==> config.mk <==
export PLATFORM = sky130hd
export DESIGN_NAME = sol_dpcm_audio_decoder
export DESIGN_NICKNAME = d
export VERILOG_FILES = /design/src/rtl/core/sdpcm_pkg.sv /design/src/rtl/core/sdpcm_step.sv /design/src/rtl/core/sdpcm_obuf.sv /design/src/rtl/core/sol_dpcm_audio_decoder.sv
export SDC_FILE = /design/constraint.sdc
export NUM_CORES = 1
export LEC_CHECK = 0
export BUFFER_PORTS_ARGS = -buffer_cell sky130_fd_sc_hd__buf_4
export CORE_ASPECT_RATIO = 0.8
export CORE_MARGIN = 2
export CORE_UTILIZATION = 50
export CTS_CLUSTER_SIZE = 12
export DETAILED_ROUTE_END_ITERATION = 7
export HOLD_SLACK_MARGIN = 0.1
export MAX_ROUTING_LAYER = met4
export PLACE_DENSITY = 0.66
export SLEW_MARGIN = 20
export SYNTH_ARGS = -nofsm -noshare
export SYNTH_HDL_FRONTEND = slang
export SYNTH_SLANG_ARGS = --single-unit
export TNS_END_PERCENT = 10
==> constraint.sdc <==
create_clock -name i_clk -period 18.3 [get_ports i_clk]
set_input_delay 3.66 -clock i_clk [delete_from_list [all_inputs] [get_ports i_clk]]
set_output_delay 3.66 -clock i_clk [all_outputs]
set_load 0.03 [all_outputs]
==> src/rtl/core/sdpcm_pkg.sv <==
// sdpcm_pkg: word types, register indexes and step tables for the DPCM audio decoder.
// Used by sdpcm_step, sdpcm_obuf and sol_dpcm_audio_decoder. No dependencies.
package sdpcm_pkg;

    localparam int CFG_IDX_W  = 4;
    localparam int CFG_DATA_W = 8;

    typedef logic [CFG_IDX_W-1:0]  t_cfg_idx;
    typedef logic [CFG_DATA_W-1:0] t_cfg_data;

    localparam t_cfg_idx CFG_EIGHT_BIT_MODE        = t_cfg_idx'(0);
    localparam t_cfg_idx CFG_DIRECT_NEGATIVE_INDEX = t_cfg_idx'(1);

    typedef struct packed {
        logic [7:0] code_byte;
        logic       first_of_stream;
    } t_in_word;

    typedef struct packed {
        logic signed [15:0] sample;
        logic               last_of_run;
    } t_out_word;

    // decoded samples for one code byte
    typedef struct packed {
        logic               two;
        logic signed [15:0] s0;
        logic signed [15:0] s1;
    } t_step_res;

    localparam logic signed [15:0] START_WIDE   = 16'sd0;
    localparam logic signed [15:0] START_NARROW = 16'sd128;

    localparam logic [14:0] WIDE_STEPS [0:127] = '{
        15'h0000, 15'h0008, 15'h0010, 15'h0020, 15'h0030, 15'h0040, 15'h0050, 15'h0060,
        15'h0070, 15'h0080, 15'h0090, 15'h00A0, 15'h00B0, 15'h00C0, 15'h00D0, 15'h00E0,
        15'h00F0, 15'h0100, 15'h0110, 15'h0120, 15'h0130, 15'h0140, 15'h0150, 15'h0160,
        15'h0170, 15'h0180, 15'h0190, 15'h01A0, 15'h01B0, 15'h01C0, 15'h01D0, 15'h01E0,
        15'h01F0, 15'h0200, 15'h0208, 15'h0210, 15'h0218, 15'h0220, 15'h0228, 15'h0230,
        15'h0238, 15'h0240, 15'h0248, 15'h0250, 15'h0258, 15'h0260, 15'h0268, 15'h0270,
        15'h0278, 15'h0280, 15'h0288, 15'h0290, 15'h0298, 15'h02A0, 15'h02A8, 15'h02B0,
        15'h02B8, 15'h02C0, 15'h02C8, 15'h02D0, 15'h02D8, 15'h02E0, 15'h02E8, 15'h02F0,
        15'h02F8, 15'h0300, 15'h0308, 15'h0310, 15'h0318, 15'h0320, 15'h0328, 15'h0330,
        15'h0338, 15'h0340, 15'h0348, 15'h0350, 15'h0358, 15'h0360, 15'h0368, 15'h0370,
        15'h0378, 15'h0380, 15'h0388, 15'h0390, 15'h0398, 15'h03A0, 15'h03A8, 15'h03B0,
        15'h03B8, 15'h03C0, 15'h03C8, 15'h03D0, 15'h03D8, 15'h03E0, 15'h03E8, 15'h03F0,
        15'h03F8, 15'h0400, 15'h0440, 15'h0480, 15'h04C0, 15'h0500, 15'h0540, 15'h0580,
        15'h05C0, 15'h0600, 15'h0640, 15'h0680, 15'h06C0, 15'h0700, 15'h0740, 15'h0780,
        15'h07C0, 15'h0800, 15'h0900, 15'h0A00, 15'h0B00, 15'h0C00, 15'h0D00, 15'h0E00,
        15'h0F00, 15'h1000, 15'h1400, 15'h1800, 15'h1C00, 15'h2000, 15'h3000, 15'h4000
    };

    localparam logic [4:0] NARROW_STEPS [0:7] = '{
        5'd0, 5'd1, 5'd2, 5'd3, 5'd6, 5'd10, 5'd15, 5'd21
    };

endpackage

==> src/rtl/core/sdpcm_step.sv <==
// sdpcm_step: decodes one code byte against the predictor, both modes, with clamping.
// Depends on sdpcm_pkg.
module sdpcm_step (
    input  logic signed [15:0]   i_pred,
    input  sdpcm_pkg::t_in_word  i_word,
    input  logic                 i_eight,
    input  logic                 i_direct,
    output sdpcm_pkg::t_step_res o_res,
    output logic signed [15:0]   o_pred_next
);

    function automatic logic [7:0] nib_dec(input logic signed [15:0] p,
                                           input logic [3:0] nib,
                                           input logic direct);
        logic [2:0]         idx;
        logic [4:0]         mag;
        logic signed [17:0] sum;
        logic [7:0]         res;
        idx = nib[2:0];
        if (nib[3]) begin
            mag = direct ? sdpcm_pkg::NARROW_STEPS[idx] : sdpcm_pkg::NARROW_STEPS[~idx];
            sum = 18'(p) - $signed({13'b0, mag});
        end else begin
            mag = sdpcm_pkg::NARROW_STEPS[idx];
            sum = 18'(p) + $signed({13'b0, mag});
        end
        if (sum < 18'sd0) begin
            res = 8'd0;
        end else if (sum > 18'sd255) begin
            res = 8'd255;
        end else begin
            res = sum[7:0];
        end
        return res;
    endfunction

    logic signed [15:0] base16;
    logic signed [15:0] base8;
    logic [14:0]        step16;
    logic signed [17:0] sum16;
    logic signed [15:0] s16;
    logic [7:0]         n0;
    logic [7:0]         n1;

    always_comb begin
        base16 = i_word.first_of_stream ? sdpcm_pkg::START_WIDE : i_pred;
        step16 = sdpcm_pkg::WIDE_STEPS[i_word.code_byte[6:0]];
        if (i_word.code_byte[7]) begin
            sum16 = 18'(base16) - $signed({3'b0, step16});
        end else begin
            sum16 = 18'(base16) + $signed({3'b0, step16});
        end
        if (sum16 < -18'sd32768) begin
            s16 = -16'sd32768;
        end else if (sum16 > 18'sd32767) begin
            s16 = 16'sd32767;
        end else begin
            s16 = sum16[15:0];
        end

        base8 = i_word.first_of_stream ? sdpcm_pkg::START_NARROW : i_pred;
        n0 = nib_dec(base8, i_word.code_byte[7:4], i_direct);
        n1 = nib_dec($signed({8'b0, n0}), i_word.code_byte[3:0], i_direct);

        o_res.two   = i_eight;
        o_res.s0    = i_eight ? $signed({8'b0, n0}) : s16;
        o_res.s1    = $signed({8'b0, n1});
        o_pred_next = i_eight ? $signed({8'b0, n1}) : s16;
    end

endmodule

==> src/rtl/core/sdpcm_obuf.sv <==
// sdpcm_obuf: result buffer holding the samples of one byte, sent one word at a time.
// Depends on sdpcm_pkg.
module sdpcm_obuf (
    input  logic                 i_clk,
    input  logic                 i_rst_n,
    input  logic                 i_load,
    input  sdpcm_pkg::t_step_res i_res,
    output logic                 o_ready,
    output logic                 o_out_valid,
    input  logic                 i_out_stall,
    output sdpcm_pkg::t_out_word o_out_word
);

    logic                 r_valid, n_valid;
    logic                 r_idx, n_idx;
    sdpcm_pkg::t_step_res r_res, n_res;
    logic                 fire;
    logic                 last;

    always_comb begin
        fire    = r_valid && !i_out_stall;
        last    = !r_res.two || r_idx;
        o_ready = !r_valid || (fire && last);
        n_valid = r_valid;
        n_idx   = r_idx;
        n_res   = r_res;
        if (i_load) begin
            n_valid = 1'b1;
            n_idx   = 1'b0;
            n_res   = i_res;
        end else if (fire) begin
            if (last) begin
                n_valid = 1'b0;
            end else begin
                n_idx = 1'b1;
            end
        end
        o_out_valid            = r_valid;
        o_out_word.sample      = r_idx ? r_res.s1 : r_res.s0;
        o_out_word.last_of_run = last;
    end

    always_ff @(posedge i_clk) begin
        if (!i_rst_n) begin
            r_valid <= 1'b0;
            r_idx   <= 1'b0;
        end else begin
            r_valid <= n_valid;
            r_idx   <= n_idx;
        end
        r_res <= n_res;
    end

endmodule

==> src/rtl/core/sol_dpcm_audio_decoder.sv <==
// sol_dpcm_audio_decoder: top level of the DPCM audio decoder.
// Depends on sdpcm_pkg, sdpcm_step and sdpcm_obuf.
//
//  channel | direction | handshake                  | word
//  --------+-----------+----------------------------+---------------------------
//  in      | in        | i_in_valid / o_in_stall    | t_in_word (code, start)
//  out     | out       | o_out_valid / i_out_stall  | t_out_word (sample, last)
//  cfg     | in        | i_cfg_valid / o_cfg_ready  | i_cfg_index, i_cfg_data
//
// The input register, decode in one pass, then the result buffer.
// 16-bit mode: one byte per cycle unless the output stalls. 8-bit mode:
// two output words per byte; the buffer takes a new byte as the second leaves.
// Reset clears control, predictor (0) and registers; no clearing pass.
// A stall on the output backs up into o_in_stall once both stages hold words.
module sol_dpcm_audio_decoder (
    input  logic                  i_clk,
    input  logic                  i_rst_n,
    input  logic                  i_in_valid,
    output logic                  o_in_stall,
    input  sdpcm_pkg::t_in_word   i_in_word,
    output logic                  o_out_valid,
    input  logic                  i_out_stall,
    output sdpcm_pkg::t_out_word  o_out_word,
    input  logic                  i_cfg_valid,
    output logic                  o_cfg_ready,
    input  sdpcm_pkg::t_cfg_idx   i_cfg_index,
    input  sdpcm_pkg::t_cfg_data  i_cfg_data
);

    logic                 r_in_valid;
    sdpcm_pkg::t_in_word  r_in_word;
    logic signed [15:0]   r_pred;
    logic                 r_eight;
    logic                 r_direct;
    logic                 ob_ready;
    logic                 consume;
    logic                 accept;
    sdpcm_pkg::t_step_res step_res;
    logic signed [15:0]   pred_next;

    assign consume     = r_in_valid && ob_ready;
    assign o_in_stall  = r_in_valid && !consume;
    assign accept      = i_in_valid && !o_in_stall;
    assign o_cfg_ready = 1'b1;

    sdpcm_step u_step (
        .i_pred      (r_pred),
        .i_word      (r_in_word),
        .i_eight     (r_eight),
        .i_direct    (r_direct),
        .o_res       (step_res),
        .o_pred_next (pred_next)
    );

    sdpcm_obuf u_obuf (
        .i_clk       (i_clk),
        .i_rst_n     (i_rst_n),
        .i_load      (consume),
        .i_res       (step_res),
        .o_ready     (ob_ready),
        .o_out_valid (o_out_valid),
        .i_out_stall (i_out_stall),
        .o_out_word  (o_out_word)
    );

    always_ff @(posedge i_clk) begin
        if (!i_rst_n) begin
            r_in_valid <= 1'b0;
            r_pred     <= '0;
            r_eight    <= 1'b0;
            r_direct   <= 1'b0;
        end else begin
            if (accept) begin
                r_in_valid <= 1'b1;
            end else if (consume) begin
                r_in_valid <= 1'b0;
            end
            if (consume) begin
                r_pred <= pred_next;
            end
            if (i_cfg_valid && o_cfg_ready) begin
                case (i_cfg_index)
                    sdpcm_pkg::CFG_EIGHT_BIT_MODE:        r_eight  <= i_cfg_data[0];
                    sdpcm_pkg::CFG_DIRECT_NEGATIVE_INDEX: r_direct <= i_cfg_data[0];
                    default: ;
                endcase
            end
        end
        if (accept) begin
            r_in_word <= i_in_word;
        end
    end

    // stall only with a word waiting that the buffer cannot take
    a_stall_needs_word: assert property (@(posedge i_clk) disable iff (!i_rst_n)
        o_in_stall |-> (r_in_valid && !ob_ready))
        else $error("input stalled without a pending word");

    // 8-bit mode keeps the predictor in 0..255
    a_narrow_range: assert property (@(posedge i_clk) disable iff (!i_rst_n)
        (consume && r_eight) |=> (r_pred[15:8] == 8'd0))
        else $error("predictor out of 8-bit range");

    // final word taken with nothing loaded empties the buffer
    a_drain: assert property (@(posedge i_clk) disable iff (!i_rst_n)
        (o_out_valid && !i_out_stall && o_out_word.last_of_run && !consume)
        |=> !o_out_valid)
        else $error("result buffer did not drain");

endmodule

**Word-level counts from Yosys, hierarchy flattened**

Memory sizes are Yosys's and may differ from the RTL's.
Cells that the tools add are included.

- Eq/ne operators: 1
- Reduce and logical (&&, ||, !) cells: 21
- Muxes and demuxes: 31
- Bitwise gates (word level): 9
- Magnitude comparators: 11
- Add/sub/neg operators: 6

Operators with widths:

| kind | number |
|---|---|
| $mux W16 | 6 |
| $mux W18 | 3 |
| $mux W5 | 10 |
| $mux W8 | 5 |
| $gt A18 B9 Y1 const B | 2 |
| $lt A18 B1 Y1 const B | 2 |
| $mux W15 | 2 |
| $gt A18 B16 Y1 const B | 1 |
| $lt A18 B16 Y1 const B | 1 |
| $add A16 B16 Y17 | 1 |
| $add A16 B6 Y17 | 1 |
| $sub A16 B16 Y17 | 1 |
| $sub A16 B6 Y17 | 1 |
| $ge A4 B4 Y1 const B | 4 |
| $not A3 Y4 | 4 |
| $add A8 B5 Y9 | 1 |
| $sub A8 B5 Y9 | 1 |
| $ge A8 B8 Y1 const B | 1 |
| $not A7 Y8 | 1 |
| $reduce_and A2 Y1 | 4 |
| $not A3 Y3 | 2 |
| $reduce_bool A2 Y1 | 3 |
| $logic_and A1 B1 Y1 | 5 |
| $logic_not A1 Y1 | 5 |
| other kinds (6) | 12 |

- Flip-flop bits (word level): 55
- Memory bits (read-only): 2080
- Memories kept: 5
- Output and inout port bits: 20
- Word-level logic and storage cells: 96

Memory list:

| name | words | bits a word | rd ports | clocked after memory_dff | write ports | RTL line | RTL |
|---|---|---|---|---|---|---|---|
| (name not given) | 128 | 15 | 1 | 0 | 0 | sdpcm_step.sv:47 | `step16 = sdpcm_pkg::WIDE_STEPS[i_word.code_byte[6:0]];` |
| (name not given) | 8 | 5 | 1 | 0 | 0 | sdpcm_step.sv:21 | `mag = direct ? sdpcm_pkg::NARROW_STEPS[idx] : sdpcm_pkg::NARROW_STEPS[~idx];` |
| (name not given) | 8 | 5 | 1 | 0 | 0 | sdpcm_step.sv:21 |  |
| (name not given) | 8 | 5 | 1 | 0 | 0 | sdpcm_step.sv:21 |  |
| (name not given) | 8 | 5 | 1 | 0 | 0 | sdpcm_step.sv:21 |  |

**Depth between registers and ports, before layout**

- Depth after elaboration: 17
- Depth in mapped cells: 32

**Modules after synthesis**

From an unflattened synthesis, not the netlist that was laid out.

- Cells, all modules: 787
- Area, all modules: 6545.0 um^2

Modules (own cells, without submodules):

| module | area an instance (um^2) | sequential area each (um^2) | cells each | instances |
|---|---|---|---|---|
| sdpcm_step | 4192.8 | 0.0 | 628 | 1 |
| sdpcm_obuf | 1337.5 | 1031.0 | 64 | 1 |
| sol_dpcm_audio_decoder | 1014.7 | 650.6 | 95 | 1 |

**Worst setup path before layout**

No wires, ideal clock.

- Path type: input -> output
- Start point: input port i_out_stall
- End point: output port o_in_stall
- Stages: 3
- Setup slack: 10.345 ns
- Data arrival time: 4.295 ns
- Cells stage by stage: nand2b_1 nand2_1 nor2_1

- Cells in the longest elaborated chain, start to end: 7

RTL lines:

| element | RTL line | RTL |
|---|---|---|
| start, declared | sol_dpcm_audio_decoder.sv:22 | `input logic i_out_stall,` |
| $logic_not A1 Y1 | sdpcm_obuf.sv:21 | `fire = r_valid && !i_out_stall;` |
| $logic_and A1 B1 Y1 | sdpcm_obuf.sv:21 |  |
| $logic_and A1 B1 Y1 | sdpcm_obuf.sv:23 | `o_ready = !r_valid \|\| (fire && last);` |
| $logic_or A1 B1 Y1 | sdpcm_obuf.sv:23 |  |
| $logic_and A1 B1 Y1 | sol_dpcm_audio_decoder.sv:41 | `assign consume = r_in_valid && ob_ready;` |
| $logic_not A1 Y1 | sol_dpcm_audio_decoder.sv:42 | `assign o_in_stall = r_in_valid && !consume;` |
| $logic_and A1 B1 Y1 | sol_dpcm_audio_decoder.sv:42 |  |
| end, declared | sol_dpcm_audio_decoder.sv:19 | `output logic o_in_stall,` |

Every way passes these cells.

**Final worst setup path**

- Start point: register r_in_word[7] in the netlist's numbering
- End point: register r_pred[7]

- Cells in the longest elaborated chain, start to end: 17
- Elaborated cells between the ends (all ways): 36
- Classes of those cells: 6 x add/sub; 6 x order compare; 17 x mux; 4 x bitwise; 3 x memory

RTL lines:

| element | RTL line | RTL |
|---|---|---|
| start, declared | sol_dpcm_audio_decoder.sv:31 | `sdpcm_pkg::t_in_word r_in_word;` |
| start signal, assigned | sol_dpcm_audio_decoder.sv:90 | `r_in_word <= i_in_word;` |
| $not A3 Y3 | sdpcm_step.sv:21 |  |
| $not A3 Y4 | sdpcm_step.sv:21 |  |
| $mem_v2 Z8 W5 | n/a |  |
| $mux W5 (not written as such) (2 in series) | sdpcm_step.sv:21 |  |
| $mux W5 | sdpcm_step.sv:21 |  |
| $sub A16 B6 Y17 | sdpcm_step.sv:22 | `sum = 18'(p) - $signed({13'b0, mag});` |
| $mux W18 | sdpcm_step.sv:20 | `if (nib[3]) begin` |
| $gt A18 B9 Y1 | sdpcm_step.sv:29 | `end else if (sum > 18'sd255) begin` |
| $mux W8 | sdpcm_step.sv:29 |  |
| $mux W8 | sdpcm_step.sv:27 | `if (sum < 18'sd0) begin` |
| $add A8 B5 Y9 or $sub A8 B5 Y9 (tied branches) | sdpcm_step.sv:25, sdpcm_step.sv:22 |  |
| $mux W18 | sdpcm_step.sv:20 |  |
| $gt A18 B9 Y1 | sdpcm_step.sv:29 |  |
| $mux W8 | sdpcm_step.sv:29 |  |
| $mux W8 | sdpcm_step.sv:27 |  |
| $mux W16 * | sdpcm_step.sv:68 | `o_pred_next = i_eight ? $signed({8'b0, n1}) : s16;` |
| end signal, assigned | sol_dpcm_audio_decoder.sv:79 | `r_pred <= pred_next;` |
| end, declared | sol_dpcm_audio_decoder.sv:32 | `logic signed [15:0] r_pred;` |

Every way passes the cells marked *; elsewhere a longest branch is shown, timed or not. The select of a mux whose other input is x is not followed.
A chain may end at the register's enable or synchronous reset.

==> flow_metrics.tcl <==
set metrics [dict create \
    setup_violations 0 \
    antenna_found_initial 0 \
    wl_per_cell_microns 18.32 \
    synth_commonest_cells "sky130_fd_sc_hd__nand2_1 (62), sky130_fd_sc_hd__a21oi_1 (61), sky130_fd_sc_hd__ha_1 (61)" \
    area_of_the_die_sq_um 12660 \
    io_pins 46 \
    yosys.area_share.xor_xnor 0.06227 \
    cts-htree-levels 2 \
    post-route-cell-area_sq_um 6390 \
    post-cts-setup-buffer-count 0 \
    dpl.hpwl_microns 12620 \
    final_antenna_diode_count 0 \
    postSynth.topFlopCell "sky130_fd_sc_hd__edfxtp_1" \
    synth_adder_area_share 0.1416 \
    final.setup.tns_ns 0 \
    dp_cells 873 \
    worst-endpoint-arrival_ns 8.44 \
    reg2reg_depth 29 \
    report.final.hold_viol_count 0 \
    post_syn_nets 806 \
    synth_mux_area_frac 0.02912 \
    total_core_area_sq_um 11520 \
    final-max-slew-violation-count 0 \
    critical_path.endpoint_type "flip-flop" \
    detail_route.first_pass.iterations 5 \
    period_share 0.4503 \
    die_w_microns 125.3 \
    switching_power_share_of_the_total 0.4010 \
    grt_first_pass_wirelength_microns 25940 \
    dpl-instance-area_sq_um 6240 \
    max-clock-path-buffers 2 \
    power.clock.fraction 0.212 \
    fin_hold_ws_ns 0.4649 \
    synth_top_area_share 0.1734 \
    routed_via_density 6.174 \
    largest_family_of_logic_cells_by_synthesized_area "compound AO/OA/AOI/OAI gates" \
    timing.clock.skew_ns 0.006714 \
    ys.warnings.count 0 \
    detailroute.via_count 5439 \
    layout-area-overhead-vs-synth_pct 8.544 \
    grt_resource_usage_total 0.2639 \
    detail_route.drc_violations 0 \
    power.sequential.fraction 0.329 \
    period_needed_ns 8.241 \
    timing.max_cap.violations 0 \
    first_global_vias 5153 \
    drt_iter0_markers 409 \
    cpMaxStageDelayCell "sky130_fd_sc_hd__edfxtp_1" \
    async_flop_share 0 \
    cts_hold_buffers 0 \
    post_cts_resize_count 0 \
    synth_seq_area_share 0.2448 \
    combPwrFrac 0.459 \
    floorplan.initialDensity 0.5111 \
    hold_path.class "flip-flop to flip-flop" \
    critPathMaxStageDelay_ns 0.90 \
    ys_seq_elements 55 \
    synth_compound_area_frac 0.2763 \
    rows 35 \
    fin_cells 881 \
    cellLeakagePower_nw 2.695 \
    grt_setup_unrepaired "no" \
    die_h_microns 101.1 \
    fmax_ghz 0.1214 \
    pin_count_of_the_biggest_net_entering_global_routing 35 \
    clkLatencyLatePin_ns 0.30 \
    cellInternalPower_uw 283.6 \
    power.density_nw_per_um2 74.10 \
    unique_masters_post_synth 77 \
    synth-edff-count 34 \
    maxSlewHeadroom 0.4375 \
    power_uw 473.5 \
    cts.sinks 55 \
    dominant_cell_type_by_area_after_synthesis "sky130_fd_sc_hd__edfxtp_1" \
    synth_cells 716 \
    holdPathStages 2 \
    netlist_top_cells_area "sky130_fd_sc_hd__edfxtp_1 (17%), sky130_fd_sc_hd__ha_1 (13%), sky130_fd_sc_hd__dfxtp_1 (7.1%), sky130_fd_sc_hd__a21oi_1 (5.2%), sky130_fd_sc_hd__nand2_1 (4.0%)" \
    worst_setup_path_start_kind "flip-flop" \
    proportion_of_layout_cells_with_a_drive_suffix_above_1 0.1201 \
    fin_nets 822 \
    tritoncts.num_buffers 5 \
    cts_tree "done" \
    status "complete, no violations" \
    antenna_nets_post_route 0 \
    synth_most_common_cell "sky130_fd_sc_hd__nand2_1" \
    vdd_ir_drop_max_v 0.00005011 \
    timing_worst_slew_pin_value_ns 0.8396 \
    place_congestion 0.9311 \
    power.switching_uw 189.9 \
    crit_type "flip-flop to flip-flop" \
    clkTransAtPathRegs_ns 0.08 \
    cp.required_ns 18.49 \
    port_buffers 37 \
    post_synth.cell_area_avg_sq_um 8.222 \
    drt_wl_total_microns 16140 \
    syn-cell-area_sq_um 5887 \
    crit_top_cell "sky130_fd_sc_hd__ha_1" \
    critical_path_peak_fanout 30 \
    yosys.area_share.simple 0.1998 \
    cts_root_buffer "sky130_fd_sc_hd__clkbuf_16" \
    grt_overflow_total 0 \
]
[logic make-up after synthesis]
kind of cell,Yosys count
buffers and inverters,66
AND/OR/NAND/NOR,232
multiplexers,16
AO/OA/AOI/OAI,240
adder cells (fa/ha/maj),65
XOR/XNOR,41
other,1
flip-flops,55
[worst max-delay path, delay by kind of cell, from the launching register on]
family                   cells  cell delay, ns
multiplexers                 1            0.40
flip-flops                   1            0.90
adder cells (fa/ha/maj)      5            1.36
AO/OA/AOI/OAI               11            2.80
buffers and inverters        3            0.47
AND/OR/NAND/NOR              9            2.19
[layout by cell type (no fill, tap or decap), types with 3 or more instances in the layout]
master                      instances
sky130_fd_sc_hd__a211o_1            3
sky130_fd_sc_hd__a211oi_1           6
sky130_fd_sc_hd__a21boi_0           7
sky130_fd_sc_hd__a21o_1            18
sky130_fd_sc_hd__a21oi_1           61
sky130_fd_sc_hd__a22oi_1            3
sky130_fd_sc_hd__a31o_2             3
sky130_fd_sc_hd__a31oi_1           12
sky130_fd_sc_hd__and2_1            14
sky130_fd_sc_hd__and3_1             5
sky130_fd_sc_hd__buf_4             41
sky130_fd_sc_hd__clkbuf_16          5
sky130_fd_sc_hd__dfxtp_1           21
sky130_fd_sc_hd__edfxtp_1          34
sky130_fd_sc_hd__fa_1               3
sky130_fd_sc_hd__ha_1              61
sky130_fd_sc_hd__inv_1             32
sky130_fd_sc_hd__mux2_2             9
sky130_fd_sc_hd__mux2i_1            7
sky130_fd_sc_hd__nand2_1           62
sky130_fd_sc_hd__nand2b_1          17
sky130_fd_sc_hd__nand3_1           11
sky130_fd_sc_hd__nor2_1            54
sky130_fd_sc_hd__nor2b_1           32
sky130_fd_sc_hd__nor3_1            14
sky130_fd_sc_hd__nor4_1             3
sky130_fd_sc_hd__o211ai_1          10
sky130_fd_sc_hd__o21a_1            10
sky130_fd_sc_hd__o21ai_0           43
sky130_fd_sc_hd__o21bai_1           7
sky130_fd_sc_hd__o221a_2            3
sky130_fd_sc_hd__o22ai_1            5
sky130_fd_sc_hd__o31a_1             3
sky130_fd_sc_hd__o31ai_1           14
sky130_fd_sc_hd__or2_2              3
sky130_fd_sc_hd__or3_1              5
sky130_fd_sc_hd__xnor2_1           24
sky130_fd_sc_hd__xor2_1            16
[per-layer routing]
| layer | GRT usage | vias to the layer above | wire length, microns |
|---|---|---|---|
| li1 | - | 2645 | - |
| met1 | 0.3517 | 2615 | 7410 |
| met2 | 0.4339 | 156 | 7579 |
| met3 | 0.03397 | 23 | 917 |
| met4 | 0.05726 | 0 | 232 |
| met5 | - | - | 0 |
[stage by stage]
step	setup WS (ns)	util
CTS	10.21	0.5546
detailed placement	10.26	0.5418
global placement	10.37	0.5418
finish	10.06	0.5548
floorplan	10.35	-
global route	9.547	0.5548
[flip-flops by register name, summed over array words and instances, names as in the netlist]
| signal | flops |
|---|---|
| u_obuf.r_res | 25 |
| r_direct | 1 |
| u_obuf.r_idx | 1 |
| u_obuf.o_out_valid | 1 |
| r_pred | 16 |
| r_eight | 1 |
| r_in_valid | 1 |
| r_in_word | 9 |
[final timing paths]
path,start,to,slack (ns)
hold reg to reg,r_pred[10],r_pred[10],0.46
hold / removal,r_pred[10],r_pred[10],0.46
setup reg to reg,r_in_word[7],r_pred[7],10.06
setup / recovery,r_in_word[7],r_pred[7],10.06
[area by class of cell]
class / count / area, sq um
fillers: 1074 / 5127
multi-input cells: 595 / 4180
flip-flops and latches: 55 / 1441
repair buffers: 41 / 307.8
well taps: 148 / 185.2
inverters: 34 / 127.6
clock buffers: 5 / 125.1
clock inverters: 3 / 22.52
[power groups by stage]
stage / clock network (mW) / logic, mW / registers [mW]
2_1_floorplan: 0 / 0.164 / 0.153
3_3_place_gp: 0 / 0.207 / 0.158
3_5_place_dp: 0 / 0.213 / 0.159
4_1_cts: 0.101 / 0.214 / 0.156
5_1_grt: 0.106 / 0.238 / 0.157
6_report: 0.100 / 0.217 / 0.156
Power figures use the tool's default switching activity.
